--- src/rtl/core/stt_pkg.sv ---
// Shared types, constants and character helpers for the source text tokenizer.
`default_nettype none

package stt_pkg;

	// token length counter width, enough for the largest supported token size
	localparam int LEN_W       = 6;
	localparam int KW_COUNT    = 10;
	localparam int QUEUE_DEPTH = 4;

	// token classes
	localparam logic [2:0] CLS_KEYWORD   = 3'd0;
	localparam logic [2:0] CLS_IDENT     = 3'd1;
	localparam logic [2:0] CLS_NUMBER    = 3'd2;
	localparam logic [2:0] CLS_OPERATOR  = 3'd3;
	localparam logic [2:0] CLS_SEPARATOR = 3'd4;

	localparam logic [7:0] CH_TAB     = 8'h09;
	localparam logic [7:0] CH_NEWLINE = 8'h0a;

	typedef struct packed {
		logic [7:0] in_char;
		logic       end_of_text;
	} src_item_t;

	typedef struct packed {
		logic [2:0] token_class;
		logic [7:0] token_char;
		logic [3:0] keyword_number;
		logic       last_of_token;
		logic       truncated;
	} tok_item_t;

	typedef enum logic [0:0] {
		CMD_CHAR  = 1'b0,
		CMD_FLUSH = 1'b1
	} cmd_kind_t;

	// one unit of work from the front to the back
	typedef struct packed {
		cmd_kind_t        kind;
		logic [2:0]       cls;
		logic [7:0]       ch;
		logic [3:0]       kw;
		logic [LEN_W-1:0] len;
		logic             trunc;
		logic             bank;
	} cmd_t;

	// token buffer write port
	typedef struct packed {
		logic             en;
		logic             bank;
		logic [LEN_W-1:0] idx;
		logic [7:0]       data;
	} buf_wr_t;

	// back has read the last character of a bank
	typedef struct packed {
		logic en;
		logic bank;
	} buf_rel_t;

	function automatic logic [2:0] kw_len(input logic [3:0] k);
		logic [2:0] n;
		unique case (k)
			4'd0: n = 3'd3;
			4'd1: n = 3'd4;
			4'd2: n = 3'd7;
			4'd3: n = 3'd5;
			4'd4: n = 3'd2;
			4'd5: n = 3'd4;
			4'd6: n = 3'd3;
			4'd7: n = 3'd5;
			4'd8: n = 3'd6;
			4'd9: n = 3'd4;
			default: n = 3'd0;
		endcase
		return n;
	endfunction

	// character at position pos of keyword k
	function automatic logic [7:0] kw_char(input logic [3:0] k, input logic [2:0] pos);
		logic [55:0] w;
		logic [55:0] sh;
		unique case (k)
			4'd0: w = {"int", 32'd0};
			4'd1: w = {"main", 24'd0};
			4'd2: w = "include";
			4'd3: w = {"float", 16'd0};
			4'd4: w = {"if", 40'd0};
			4'd5: w = {"else", 24'd0};
			4'd6: w = {"for", 32'd0};
			4'd7: w = {"while", 16'd0};
			4'd8: w = {"return", 8'd0};
			4'd9: w = {"char", 24'd0};
			default: w = '0;
		endcase
		sh = w << {pos, 3'b000};
		return sh[55:48];
	endfunction

	function automatic logic is_letter(input logic [7:0] c);
		return (c >= "a" && c <= "z") || (c >= "A" && c <= "Z");
	endfunction

	function automatic logic is_digit(input logic [7:0] c);
		return c >= "0" && c <= "9";
	endfunction

	function automatic logic is_blank(input logic [7:0] c);
		return c == " " || c == CH_TAB || c == CH_NEWLINE;
	endfunction

	function automatic logic is_op(input logic [7:0] c);
		return c == "+" || c == "-" || c == "*" || c == "/" || c == "=" ||
			c == "<" || c == ">" || c == "!" || c == "&" || c == "|";
	endfunction

	function automatic logic is_sep(input logic [7:0] c);
		return c == "(" || c == ")" || c == "{" || c == "}" ||
			c == "[" || c == "]" || c == "," || c == ";";
	endfunction

endpackage

`default_nettype wire

--- src/rtl/core/source_text_tokenizer.sv ---
// Source text tokenizer: top level joining scanner front, command queue and emitter back.
`default_nettype none

// Takes one source byte per transfer and returns tokens as runs of transfers, one
// character each, with class, keyword index, last-of-run and truncation flags. A
// character that ends a token or follows a lone slash is held while the front hands
// off the finished token or the slash, then rescanned from idle. Finished tokens
// wait in a two-bank token buffer and go out of the back at one character per cycle
// while the output is not stalled, read from the buffer memory's single read port,
// while the front keeps scanning into the other bank. The front stalls its input
// when the four-entry command queue is full, while a held character is rescanned,
// or when a new token would start while both banks still hold runs not yet read
// out. A run's first character passes through the run register, the stage-one read
// register and the output register. MAX_TOKEN (8 to 63) sets the longest token
// kept; longer ones are cut to MAX_TOKEN characters and flagged truncated.
module source_text_tokenizer import stt_pkg::*; #(
	parameter int MAX_TOKEN = 32
) (
	input  logic      clk,
	input  logic      arst_n,
	input  logic      src_valid,
	output logic      src_stall,
	input  src_item_t src_data,
	output logic      tok_valid,
	input  logic      tok_stall,
	output tok_item_t tok_data
);

	logic     q_push;
	cmd_t     q_cmd;
	logic     q_full;
	logic     q_pop;
	cmd_t     q_head;
	logic     q_empty;
	buf_wr_t  buf_wr;
	buf_rel_t buf_rel;

	stt_front #(
		.MAX_TOKEN(MAX_TOKEN)
	) u_front (
		.clk      (clk),
		.arst_n   (arst_n),
		.src_valid(src_valid),
		.src_stall(src_stall),
		.src_data (src_data),
		.q_push   (q_push),
		.q_cmd    (q_cmd),
		.q_full   (q_full),
		.buf_wr   (buf_wr),
		.buf_rel  (buf_rel)
	);

	stt_queue u_queue (
		.clk     (clk),
		.arst_n  (arst_n),
		.push    (q_push),
		.push_cmd(q_cmd),
		.full    (q_full),
		.pop     (q_pop),
		.pop_cmd (q_head),
		.empty   (q_empty)
	);

	stt_back #(
		.MAX_TOKEN(MAX_TOKEN)
	) u_back (
		.clk      (clk),
		.arst_n   (arst_n),
		.q_empty  (q_empty),
		.q_pop    (q_pop),
		.q_cmd    (q_head),
		.buf_wr   (buf_wr),
		.buf_rel  (buf_rel),
		.tok_valid(tok_valid),
		.tok_stall(tok_stall),
		.tok_data (tok_data)
	);

	// front never pushes into a full queue
	a_push_room: assert property (@(posedge clk) disable iff (!arst_n)
		q_push |-> !q_full)
		else $error("command pushed into full queue");

	// front never writes the bank the back is releasing
	a_bank_owner: assert property (@(posedge clk) disable iff (!arst_n)
		buf_wr.en && buf_rel.en |-> buf_wr.bank != buf_rel.bank)
		else $error("token buffer bank written while being read out");

	// single-character tokens are complete runs with no flags
	a_single_char: assert property (@(posedge clk) disable iff (!arst_n)
		tok_valid && (tok_data.token_class == CLS_OPERATOR ||
			tok_data.token_class == CLS_SEPARATOR)
		|-> tok_data.last_of_token && !tok_data.truncated &&
			tok_data.keyword_number == 4'd0)
		else $error("operator or separator transfer with run flags");

	// a truncated token is never a keyword
	a_kw_whole: assert property (@(posedge clk) disable iff (!arst_n)
		tok_valid && tok_data.token_class == CLS_KEYWORD |-> !tok_data.truncated)
		else $error("truncated token classed as keyword");

endmodule

`default_nettype wire

--- src/rtl/core/stt_front.sv ---
// Scanner front: takes characters, tracks comments and tokens, fills the token buffer.
`default_nettype none

module stt_front import stt_pkg::*; #(
	parameter int MAX_TOKEN = 32
) (
	input  logic      clk,
	input  logic      arst_n,
	input  logic      src_valid,
	output logic      src_stall,
	input  src_item_t src_data,
	output logic      q_push,
	output cmd_t      q_cmd,
	input  logic      q_full,
	output buf_wr_t   buf_wr,
	input  buf_rel_t  buf_rel
);

	typedef enum logic [5:0] {
		M_IDLE  = 6'b000001,
		M_TOKEN = 6'b000010,
		M_SLASH = 6'b000100,
		M_LINE  = 6'b001000,
		M_BLOCK = 6'b010000,
		M_STAR  = 6'b100000
	} mode_t;

	localparam logic [LEN_W-1:0] MAX_LEN = LEN_W'(MAX_TOKEN);

	logic                hold_valid_q, hold_valid_d;
	src_item_t           hold_q;
	mode_t               mode_q, mode_d;
	logic                bank_q, bank_d;
	logic [LEN_W-1:0]    len_q, len_d;
	logic                num_q, num_d;
	logic                ovf_q, ovf_d;
	logic [KW_COUNT-1:0] kw_ok_q, kw_ok_d;
	logic [1:0]          busy_q, busy_d;

	logic       done;
	logic       flush;
	logic       idle_path;
	logic       cont;
	logic [7:0] ch;
	logic       kw_found;
	logic [3:0] kw_idx;
	logic       is_kw;
	cmd_t       flush_cmd;

	// keyword lookup from the running per-keyword match bits
	always_comb begin
		kw_found = 1'b0;
		kw_idx   = '0;
		for (int k = KW_COUNT - 1; k >= 0; k--) begin
			if (kw_ok_q[k] && len_q == LEN_W'(kw_len(4'(k)))) begin
				kw_found = 1'b1;
				kw_idx   = 4'(k);
			end
		end
		is_kw = kw_found && !num_q && !ovf_q;

		flush_cmd       = '0;
		flush_cmd.kind  = CMD_FLUSH;
		flush_cmd.cls   = num_q ? CLS_NUMBER : (is_kw ? CLS_KEYWORD : CLS_IDENT);
		flush_cmd.kw    = is_kw ? kw_idx : 4'd0;
		flush_cmd.len   = len_q;
		flush_cmd.trunc = ovf_q;
		flush_cmd.bank  = bank_q;
	end

	// scanner step on the held character
	always_comb begin
		ch        = hold_q.in_char;
		cont      = num_q ? (is_digit(ch) || ch == ".")
			: (is_letter(ch) || is_digit(ch) || ch == "_");
		done      = 1'b0;
		flush     = 1'b0;
		idle_path = 1'b0;
		q_push    = 1'b0;
		q_cmd     = '0;
		buf_wr    = '0;
		mode_d    = mode_q;
		bank_d    = bank_q;
		len_d     = len_q;
		num_d     = num_q;
		ovf_d     = ovf_q;
		kw_ok_d   = kw_ok_q;

		if (hold_valid_q) begin
			if (hold_q.end_of_text) begin
				if (mode_q == M_TOKEN) begin
					if (!q_full) begin
						flush = 1'b1;
						done  = 1'b1;
					end
				end else if (mode_q == M_SLASH) begin
					if (!q_full) begin
						q_push    = 1'b1;
						q_cmd.cls = CLS_OPERATOR;
						q_cmd.ch  = "/";
						done      = 1'b1;
					end
				end else begin
					done = 1'b1;
				end
				if (done) begin
					mode_d = M_IDLE;
				end
			end else begin
				unique case (mode_q)
					M_IDLE: begin
						idle_path = 1'b1;
					end
					M_TOKEN: begin
						if (cont) begin
							done = 1'b1;
							if (len_q < MAX_LEN) begin
								buf_wr.en   = 1'b1;
								buf_wr.bank = bank_q;
								buf_wr.idx  = len_q;
								buf_wr.data = ch;
								len_d       = len_q + LEN_W'(1);
								for (int k = 0; k < KW_COUNT; k++) begin
									kw_ok_d[k] = kw_ok_q[k] &&
										(len_q < LEN_W'(kw_len(4'(k)))) &&
										(kw_char(4'(k), len_q[2:0]) == ch);
								end
							end else begin
								ovf_d = 1'b1;
							end
						end else if (!q_full) begin
							// token ends; the character is rescanned from idle next cycle
							flush  = 1'b1;
							mode_d = M_IDLE;
						end
					end
					M_SLASH: begin
						if (ch == "/") begin
							mode_d = M_LINE;
							done   = 1'b1;
						end else if (ch == "*") begin
							mode_d = M_BLOCK;
							done   = 1'b1;
						end else if (!q_full) begin
							// lone slash goes out, character rescanned from idle
							q_push    = 1'b1;
							q_cmd.cls = CLS_OPERATOR;
							q_cmd.ch  = "/";
							mode_d    = M_IDLE;
						end
					end
					M_LINE: begin
						done = 1'b1;
						if (ch == CH_NEWLINE) begin
							mode_d = M_IDLE;
						end
					end
					M_BLOCK: begin
						done = 1'b1;
						if (ch == "*") begin
							mode_d = M_STAR;
						end
					end
					M_STAR: begin
						done = 1'b1;
						if (ch == "/") begin
							mode_d = M_IDLE;
						end else if (ch != "*") begin
							mode_d = M_BLOCK;
						end
					end
					default: begin
						mode_d = M_IDLE;
					end
				endcase

				if (idle_path) begin
					if (is_blank(ch)) begin
						done = 1'b1;
					end else if (ch == "/") begin
						mode_d = M_SLASH;
						done   = 1'b1;
					end else if (is_letter(ch) || ch == "_" || is_digit(ch)) begin
						// start a token once the current bank has drained
						if (!busy_q[bank_q]) begin
							buf_wr.en   = 1'b1;
							buf_wr.bank = bank_q;
							buf_wr.idx  = '0;
							buf_wr.data = ch;
							len_d       = LEN_W'(1);
							num_d       = is_digit(ch);
							ovf_d       = 1'b0;
							for (int k = 0; k < KW_COUNT; k++) begin
								kw_ok_d[k] = kw_char(4'(k), 3'd0) == ch;
							end
							mode_d = M_TOKEN;
							done   = 1'b1;
						end
					end else if (is_op(ch) || is_sep(ch)) begin
						if (!q_full) begin
							q_push    = 1'b1;
							q_cmd.cls = is_op(ch) ? CLS_OPERATOR : CLS_SEPARATOR;
							q_cmd.ch  = ch;
							done      = 1'b1;
						end
					end else begin
						done = 1'b1;
					end
				end
			end
		end

		if (flush) begin
			q_push = 1'b1;
			q_cmd  = flush_cmd;
			bank_d = ~bank_q;
			len_d  = '0;
			num_d  = 1'b0;
			ovf_d  = 1'b0;
		end
	end

	// bank ownership: set on flush, cleared when the back has read the run
	always_comb begin
		busy_d = busy_q;
		if (buf_rel.en) begin
			busy_d[buf_rel.bank] = 1'b0;
		end
		if (flush) begin
			busy_d[bank_q] = 1'b1;
		end
	end

	assign src_stall    = hold_valid_q && !done;
	assign hold_valid_d = (src_valid && !src_stall) ? 1'b1 : (done ? 1'b0 : hold_valid_q);

	always_ff @(posedge clk or negedge arst_n) begin
		if (!arst_n) begin
			hold_valid_q <= 1'b0;
			mode_q       <= M_IDLE;
			bank_q       <= 1'b0;
			len_q        <= '0;
			num_q        <= 1'b0;
			ovf_q        <= 1'b0;
			kw_ok_q      <= '0;
			busy_q       <= '0;
		end else begin
			hold_valid_q <= hold_valid_d;
			mode_q       <= mode_d;
			bank_q       <= bank_d;
			len_q        <= len_d;
			num_q        <= num_d;
			ovf_q        <= ovf_d;
			kw_ok_q      <= kw_ok_d;
			busy_q       <= busy_d;
		end
	end

	// input holding register
	always_ff @(posedge clk) begin
		if (src_valid && !src_stall) begin
			hold_q <= src_data;
		end
	end

endmodule

`default_nettype wire

--- src/rtl/core/stt_queue.sv ---
// Small command queue between the scanner front and the emitter back.
`default_nettype none

module stt_queue import stt_pkg::*; (
	input  logic clk,
	input  logic arst_n,
	input  logic push,
	input  cmd_t push_cmd,
	output logic full,
	input  logic pop,
	output cmd_t pop_cmd,
	output logic empty
);

	localparam int PW = $clog2(QUEUE_DEPTH);

	cmd_t          slot_q [QUEUE_DEPTH];
	logic [PW-1:0] wr_ptr_q;
	logic [PW-1:0] rd_ptr_q;
	logic [PW:0]   count_q;

	assign full    = count_q == (PW+1)'(QUEUE_DEPTH);
	assign empty   = count_q == '0;
	assign pop_cmd = slot_q[rd_ptr_q];

	// pointers and occupancy
	always_ff @(posedge clk or negedge arst_n) begin
		if (!arst_n) begin
			wr_ptr_q <= '0;
			rd_ptr_q <= '0;
			count_q  <= '0;
		end else begin
			if (push) begin
				wr_ptr_q <= wr_ptr_q + PW'(1);
			end
			if (pop) begin
				rd_ptr_q <= rd_ptr_q + PW'(1);
			end
			unique case ({push, pop})
				2'b10:   count_q <= count_q + (PW+1)'(1);
				2'b01:   count_q <= count_q - (PW+1)'(1);
				default: count_q <= count_q;
			endcase
		end
	end

	always_ff @(posedge clk) begin
		if (push) begin
			slot_q[wr_ptr_q] <= push_cmd;
		end
	end

endmodule

`default_nettype wire

--- src/rtl/core/stt_back.sv ---
// Emitter back: token buffer memory, token run readout and output register.
`default_nettype none

module stt_back import stt_pkg::*; #(
	parameter int MAX_TOKEN = 32
) (
	input  logic      clk,
	input  logic      arst_n,
	input  logic      q_empty,
	output logic      q_pop,
	input  cmd_t      q_cmd,
	input  buf_wr_t   buf_wr,
	output buf_rel_t  buf_rel,
	output logic      tok_valid,
	input  logic      tok_stall,
	output tok_item_t tok_data
);

	localparam int IW    = $clog2(MAX_TOKEN);
	localparam int DEPTH = 2 ** (IW + 1);

	logic [7:0] mem [DEPTH];

	cmd_t             run_q;
	logic             run_active_q;
	logic [LEN_W-1:0] idx_q;

	logic       valid_s1;
	tok_item_t  item_s1;
	logic       from_mem_s1;
	logic [7:0] rdata_s1;

	logic      out_valid_q;
	tok_item_t out_q;

	logic      s1_move;
	logic      s1_free;
	logic      run_last;
	logic      rd_en;
	logic      load_char;
	tok_item_t s1_item;

	// stage control
	always_comb begin
		s1_move   = valid_s1 && (!out_valid_q || !tok_stall);
		s1_free   = !valid_s1 || s1_move;
		run_last  = idx_q == (run_q.len - LEN_W'(1));
		rd_en     = s1_free && run_active_q;
		q_pop     = s1_free && !run_active_q && !q_empty;
		load_char = q_pop && (q_cmd.kind == CMD_CHAR);

		buf_rel.en   = rd_en && run_last;
		buf_rel.bank = run_q.bank;

		s1_item = item_s1;
		if (from_mem_s1) begin
			s1_item.token_char = rdata_s1;
		end
	end

	// token buffer, two banks
	always_ff @(posedge clk) begin
		if (buf_wr.en) begin
			mem[{buf_wr.bank, buf_wr.idx[IW-1:0]}] <= buf_wr.data;
		end
		if (rd_en) begin
			rdata_s1 <= mem[{run_q.bank, idx_q[IW-1:0]}];
		end
	end

	always_ff @(posedge clk or negedge arst_n) begin
		if (!arst_n) begin
			run_active_q <= 1'b0;
			idx_q        <= '0;
			valid_s1     <= 1'b0;
			out_valid_q  <= 1'b0;
		end else begin
			if (rd_en) begin
				idx_q <= idx_q + LEN_W'(1);
				if (run_last) begin
					run_active_q <= 1'b0;
				end
			end else if (q_pop && q_cmd.kind == CMD_FLUSH) begin
				run_active_q <= 1'b1;
				idx_q        <= '0;
			end

			if (rd_en || load_char) begin
				valid_s1 <= 1'b1;
			end else if (s1_move) begin
				valid_s1 <= 1'b0;
			end

			if (s1_move) begin
				out_valid_q <= 1'b1;
			end else if (!tok_stall) begin
				out_valid_q <= 1'b0;
			end
		end
	end

	// payload registers
	always_ff @(posedge clk) begin
		if (q_pop && q_cmd.kind == CMD_FLUSH) begin
			run_q <= q_cmd;
		end
		if (rd_en) begin
			item_s1.token_class    <= run_q.cls;
			item_s1.token_char     <= 8'd0;
			item_s1.keyword_number <= run_q.kw;
			item_s1.last_of_token  <= run_last;
			item_s1.truncated      <= run_q.trunc;
			from_mem_s1            <= 1'b1;
		end else if (load_char) begin
			item_s1.token_class    <= q_cmd.cls;
			item_s1.token_char     <= q_cmd.ch;
			item_s1.keyword_number <= 4'd0;
			item_s1.last_of_token  <= 1'b1;
			item_s1.truncated      <= 1'b0;
			from_mem_s1            <= 1'b0;
		end
		if (s1_move) begin
			out_q <= s1_item;
		end
	end

	assign tok_valid = out_valid_q;
	assign tok_data  = out_q;

endmodule

`default_nettype wire
--- config.mk ---
export PLATFORM = sky130hd
export DESIGN_NAME = source_text_tokenizer
export DESIGN_NICKNAME = d
export VERILOG_FILES = /design/src/rtl/core/stt_pkg.sv /design/src/rtl/core/source_text_tokenizer.sv /design/src/rtl/core/stt_front.sv /design/src/rtl/core/stt_queue.sv /design/src/rtl/core/stt_back.sv
export SDC_FILE = /design/constraint.sdc
export NUM_CORES = 1
export LEC_CHECK = 0
export BUFFER_PORTS_ARGS = -buffer_cell sky130_fd_sc_hd__buf_4
export CAP_MARGIN = 20
export CELL_PAD_IN_SITES_DETAIL_PLACEMENT = 1
export CELL_PAD_IN_SITES_GLOBAL_PLACEMENT = 1
export CORE_UTILIZATION = 62
export CTS_BUF_LIST = sky130_fd_sc_hd__clkbuf_4 sky130_fd_sc_hd__clkbuf_8
export DETAILED_ROUTE_END_ITERATION = 12
export HOLD_SLACK_MARGIN = 0.03
export PLACE_DENSITY_LB_ADDON = 0.2
export SLEW_MARGIN = 25
export SYNTH_ARGS = -nofsm -noshare
export SYNTH_HDL_FRONTEND = slang
export SYNTH_SLANG_ARGS = --single-unit
--- constraint.sdc ---
create_clock -name clk -period 5.95 [get_ports clk]
set_clock_uncertainty 0.05 [all_clocks]
set_input_delay 1.4875 -clock clk [delete_from_list [all_inputs] [get_ports clk]]
set_output_delay 1.4875 -clock clk [all_outputs]
set_load 0.02 [all_outputs]
# Word level (Yosys, flattened, before mapping)
# Memories as Yosys holds them, arrays and structs flattened. A register that Yosys moved wholly into a read port is not among the register bits.
# Cells that the tools add are included.
# Widths: inputs -> output; s select.
totals:
  reg_bits: 103
  ramBits: 608
  input_bits: 13
  n_memories: 2
op_classes:
  addsub: 7
  n_lt_le_gt_ge: 17
  eq_ne: 67
  shift: 10
  n_mux: 321
  bitwise: 6
  reduce_logical: 98
mem_list:
  columns: ["name", "depth", "word_bits", "rd", "rd_ports_with_merged_regs", "wr", "line", "source"]
  rows:
  - ["u_back.mem", 64, 8, 1, 1, 1, "stt_back.sv:22", "logic [7:0] mem [DEPTH];"]
  - ["u_queue.slot_q", 4, 24, 1, 0, 1, "stt_queue.sv:17", "cmd_t slot_q [QUEUE_DEPTH];"]
op_table:
  columns: ["cell", "count"]
  rows:
  - ["$mux 56", 120]
  - ["$shl 56x6->56", 10]
  - ["$mux 6", 28]
  - ["$eq 8x8->1", 20]
  - ["$mux 16", 10]
  - ["$mux 11", 13]
  - ["$eq 8x6->1 const B", 15]
  - ["$mux 3", 32]
  - ["$mux 10", 9]
  - ["$mux 1", 87]
  - ["$eq 8x7->1 const B", 6]
  - ["$logic_and 1x1->1", 46]
  - ["$mux 4", 11]
  - ["$lt 6x3->1", 6]
  - ["$pmux 6 s6", 1]
  - ["$mux 17", 2]
  - ["$eq 6x3->1 const B", 5]
  - ["$logic_or 1x1->1", 28]
  - ["$mux 24", 1]
  - ["$eq 6x2->1 const B", 3]
  - ["$eq 8x4->1 const B", 2]
  - ["$ge 8x7->1 const B", 2]
  - ["$le 8x7->1 const B", 2]
  - ["$reduce_bool 2->1", 8]
  - ["other kinds (35)", 59]

# Depth between registers and ports, before layout
logic_depth:
  ltp_word: 23
  mapped_depth: 14

# Cells and area by module
# Synthesis repeated with hierarchy kept, for this count alone.
unflattened:
  hier_cells: 1728
  hier_area_um2: 30347.9
modules_own_cells:
  columns: ["mod", "n_inst", "cells_per_inst", "area_each_um2"]
  rows:
  - ["stt_back", 1, 1029, 22384.0]
  - ["stt_front", 1, 536, 4057.6]
  - ["stt_queue", 1, 163, 3906.2]

# Least setup slack after synthesis
# Ideal clock, no wire load.
synth_timing:
  path_kind: "register to output"
  startpoint: "register u_front.hold_q (netlist bit u_front.ch[4])"
  endpoint: "output src_stall"
  arrival_ps: 2156
  required_time_ps: 4413
  path_slack_ps: 2256
  path_stages_with_launch: 9
  cell_sequence: "edfxtp_1 -> clkbuf_4 -> nor3_1 -> a211o_1 -> o211a_2 -> buf_6 -> nor2_4 -> o22a_1 -> nor3_1"
synth_via:
  elab_chain_len: 20
  elab_cells_between_ends: 73
synth_rtl:
  columns: ["item", "line", "source"]
  rows:
  - ["start: declaration", "stt_front.sv:31", "src_item_t hold_q;"]
  - ["start signal: assignment", "stt_front.sv:262", "hold_q <= src_data;"]
  - ["branches (longest 15 deep; another with $ge 8x7->1)", null, null]
  - ["$mux 1 (*)", "stt_front.sv:177", "if (idle_path) begin"]
  - ["$mux 1 (*)", "stt_front.sv:90", "if (hold_q.end_of_text) begin"]
  - ["$mux 1 (*)", "stt_front.sv:89", "if (hold_valid_q) begin"]
  - ["$logic_not 1->1 (*)", "stt_front.sv:234", "assign src_stall = hold_valid_q && !done;"]
  - ["$logic_and 1x1->1 (*)", "stt_front.sv:234", null]
  - ["end: declaration", "source_text_tokenizer.sv:22", "output logic src_stall,"]
# Every way passes the cells marked *.

# Final worst setup path
layout_timing:
  startpoint: "register u_front.hold_q (netlist bit u_front.ch[1])"
  endpoint: "output src_stall"
# The elaborated chain is that of the path after synthesis.

==> flow_metrics.py <==
metrics = {
    "clocking": {
        "cts_tree": "done",
        "numClockSinks": 719,
        "post_cts_buffers": 0,
        "cts_resized": 0,
        "holdBufCountCts": 0,
        "clock_latency_ns": 0.73,
        "numCtsBuffers": 111,
        "cts_root_buf": "clkbuf_8",
        "cts_max_level": 3,
        "cts_buffer_depth": 3,
        "path_clk_slew_ns": 0.06,
    },
    "global_route": {
        "grt_use_total_pct": 33.5,
        "grt_antenna_before_repair": 3,
        "grt_max_degree": 73,
        "grt_pass1_vias": 17800,
        "overflow": 0,
        "grt_pass1_wl_um": 118000,
    },
    "logic_synthesis": {
        "ys_seq_area_share_pct": 70.6,
        "synth_warnings": 0,
        "syn_inst": 1683,
        "synthArstFlopShare_pct": 6.12,
        "ys_types": 95,
        "synth_edf_count": 666,
        "syn_avg_cell_area_um2": 17.9,
        "synth_area_um2": 30100,
        "synthFlopType": "edfxtp_1",
        "synth_seq_cells": 719,
    },
    "routing": {
        "routed_via_density": 6.77,
        "dr.pass1.iters": 5,
        "drc": 0,
        "drt_iter0_drc": 1711,
        "vias": 17100,
        "route.detailed.wl_per_inst_um": 31.8,
        "ant_nets": 0,
        "drt-total-wl_um": 80500,
    },
    "cells_and_area": {
        "fin_area_um2": 33500,
        "fillCellCount": 3953,
        "drive_above_1_share_pct": 25.2,
        "fin_util_pct": 70.0,
        "nets": 1861,
        "syn2layout_area_growth_pct": 11.1,
    },
    "floorplan": {
        "start_util_pct": 63.0,
        "core-area_um2": 47800,
        "dieArea_um2": 49500,
        "rows": 80,
        "die_w_um": 222,
        "die_h_um": 222,
        "ios": 32,
    },
    "worst_setup_path": {
        "crit_cells": 7,
        "crit_chain": "a21oi_1, a211oi_2, o211a_2, nor2_4, o22a_1, nor3_1, buf_4",
        "critical_path_class": "reg2out",
        "slowest_delay_ns": 1.03,
        "cp-end-kind": "primary output",
        "crit_buf_inv": 1,
        "cpMaxStageDelayCell": "edfxtp_1",
        "reg2regPathDepth": 6,
        "critPathMaxFanout": 29,
        "required_ns": 4.41,
        "crit_arrival_ns": 3.69,
        "path_delay_family": "compound AO/OA/AOI/OAI gates",
        "critPathLaunchType": "flip-flop",
    },
    "power": {
        "power_density_nw_per_um2": 330,
        "switching_power_mw": 2.79,
        "p_leak_nw": 12.3,
        "power.total_mw": 11.0,
        "power_frac_comb_pct": 10.3,
        "ir_drop_uv": 306,
        "switching_share_pct": 25.3,
        "p_clk_share_pct": 37.4,
        "seq_power_share_pct": 52.3,
        "p_int_mw": 8.25,
    },
    "timing": {
        "fin_crit_sh_pct": 87.8,
        "fin_crit_ns": 5.23,
        "drv_slew": 0,
        "hold_violations": 0,
        "fin_ws_ns": 0.724,
        "slew_headroom_pct": 24.1,
        "setup-violations-final": 0,
        "tns_ns": 0,
        "fmax_mhz": 191,
        "worst_pin_slew_ns": 1.12,
        "rsz0062_at_grt": "false",
    },
    "placement": {
        "port_buffers": 31,
        "gp_congestion": 0.922,
        "place_area_um2": 31300,
        "dp.final_hpwl_um": 49500,
        "dp_slack_ns": 1.53,
    },
    "run": {
        "drv_cap": 0,
    },
    "min_path": {
        "holdPathStages": 0,
        "hp-class": "reg2reg",
    },
    "outcome": {
        "status": "finished, final reports clean",
    },
}
## Yosys cell counts (6+ instances only)
| cell | count | area share, % |
|---|---|---|
| nand3_1 | 39 | 0.65 |
| a211oi_1 | 6 | 0.15 |
| a21o_1 | 7 | 0.17 |
| mux4_2 | 184 | 14 |
| a21boi_0 | 7 | 0.17 |
| a21oi_1 | 28 | 0.47 |
| nor2b_1 | 19 | 0.39 |
| nor4_1 | 10 | 0.21 |
| dfrtp_1 | 43 | 3.6 |
| inv_1 | 31 | 0.39 |
| buf_2 | 24 | 0.40 |
| mux2_2 | 10 | 0.37 |
| xnor2_1 | 23 | 0.67 |
| dfxtp_1 | 9 | 0.60 |
| buf_1 | 20 | 0.25 |
| edfxtp_1 | 666 | 66 |
| nor2_1 | 107 | 1.3 |
| a31oi_1 | 11 | 0.23 |
| o21ai_0 | 42 | 0.70 |
| a22oi_1 | 18 | 0.45 |
| a22o_1 | 8 | 0.23 |
| nor3_1 | 20 | 0.33 |
| o211ai_1 | 9 | 0.22 |
| and3_1 | 23 | 0.48 |
| nand4_1 | 12 | 0.25 |
| clkbuf_1 | 41 | 0.51 |
| buf_4 | 7 | 0.17 |
| xor2_1 | 14 | 0.41 |
| o22ai_1 | 9 | 0.19 |
| and2_1 | 18 | 0.37 |
| nand2_1 | 86 | 1.1 |
| ha_1 | 17 | 0.71 |
## area by class of cell
cell class | count | area (um^2) | area share, %
timing repair buffer | 61 | 508 | 1.52
sequential | 719 | 21300 | 63.6
clock buffer | 158 | 1900 | 5.67
clock inverter | 37 | 268 | 0.800
inverter | 32 | 120 | 0.359
tap | 615 | 769 | 2.30
antenna | 1 | 2.50 | 0.00748
multi-input combinational | 905 | 8610 | 25.7
## final timing paths
check                                  start                  to  slack, ns
hold reg to reg            u_back.item_s1[1]  u_back.tok_data[1]       0.37
min in group asynchronous             arst_n  u_front.kw_ok_q[9]       0.77
hold / removal             u_back.item_s1[1]  u_back.tok_data[1]       0.37
max in group asynchronous             arst_n     u_back.idx_q[0]       4.57
setup reg to reg               u_front.ch[1]   u_back.mem[33][4]       1.35
setup / recovery               u_front.ch[1]           src_stall       0.72
## worst register-to-register path: stages, from the launching register on
cell	delay (ns)
edfxtp_1	1.03
nor2b_1	0.47
nand4_1	0.23
o211ai_2	0.21
and3_1	0.66
nand3_1	0.66
nor2b_1	0.90
## registers in the layout (all words and copies together), names as in the netlist, 6 cells and up
register	cells
u_back.tok_data	17
u_back.rdata_s1	8
u_queue.slot_q	96
u_back.mem	512
u_front.len_q	6
u_back.item_s1	17
u_front.kw_ok_q	10
u_back.idx_q	6
u_front.ch	8
u_front.mode_q	6
u_back.run_q	14
## power groups by stage
| stage | clock network (mW) | registers [mW] | logic [mW] |
|---|---|---|---|
| after floorplan | 0 | 5.71 | 0.949 |
| after global placement | 0 | 5.86 | 1.09 |
| after detailed placement | 0 | 5.87 | 1.13 |
| after CTS | 4.17 | 5.77 | 1.14 |
| after global routing | 4.34 | 5.79 | 1.21 |
| final | 4.13 | 5.77 | 1.14 |
## metal layers
metal  part of all wire (%)  vias up  global-route usage, %
li1                       -     7040                      -
met1                     38     8897                   45.7
met3                     10      158                   8.89
met4                    2.7        4                   10.2
met5                  0.032        -                      0
met2                     49     1017                   53.7
## cells in the final DEF, fill, tap and decap left out, types with 6 or more instances in the layout
cell,n
a211oi_1,6
a21boi_0,6
a21o_1,7
a21oi_1,27
a22o_1,8
a22oi_1,18
a31oi_1,11
and2_1,18
and3_1,16
and3_2,6
buf_4,57
clkbuf_4,44
clkbuf_8,114
clkinv_1,22
clkinv_2,7
conb_1,68
dfrtp_1,40
dfxtp_1,9
edfxtp_1,666
ha_1,17
inv_1,31
mux2_2,10
mux4_2,184
nand2_1,86
nand3_1,39
nand4_1,12
nor2_1,107
nor2b_1,19
nor3_1,20
nor4_1,9
o211ai_1,9
o21ai_0,42
o22ai_1,9
xnor2_1,23
xor2_1,14
## logic make-up (layout without fill, tap and decap cells)
logic type,count (synthesis),count (layout),share of synthesized area (%)
other,1,69,0.0124
XOR/XNOR,37,37,1.08
AO/OA/AOI/OAI,205,205,4.85
buffers and inverters,126,288,1.79
flip-flops,719,719,70.6
AND/OR/NAND/NOR,382,382,6.68
multiplexers,195,195,14.2
adder cells (fa/ha/maj),18,18,0.772
## through the flow
step,hold WS [ns],std cells
6_report,0.370,2528
5_1_grt,0.379,2527
4_1_cts,0.376,2526
3_5_place_dp,0.357,2331
3_3_place_gp,0.353,2331
2_1_floorplan,0.350,1750
(Power assumes the default switching activity.)
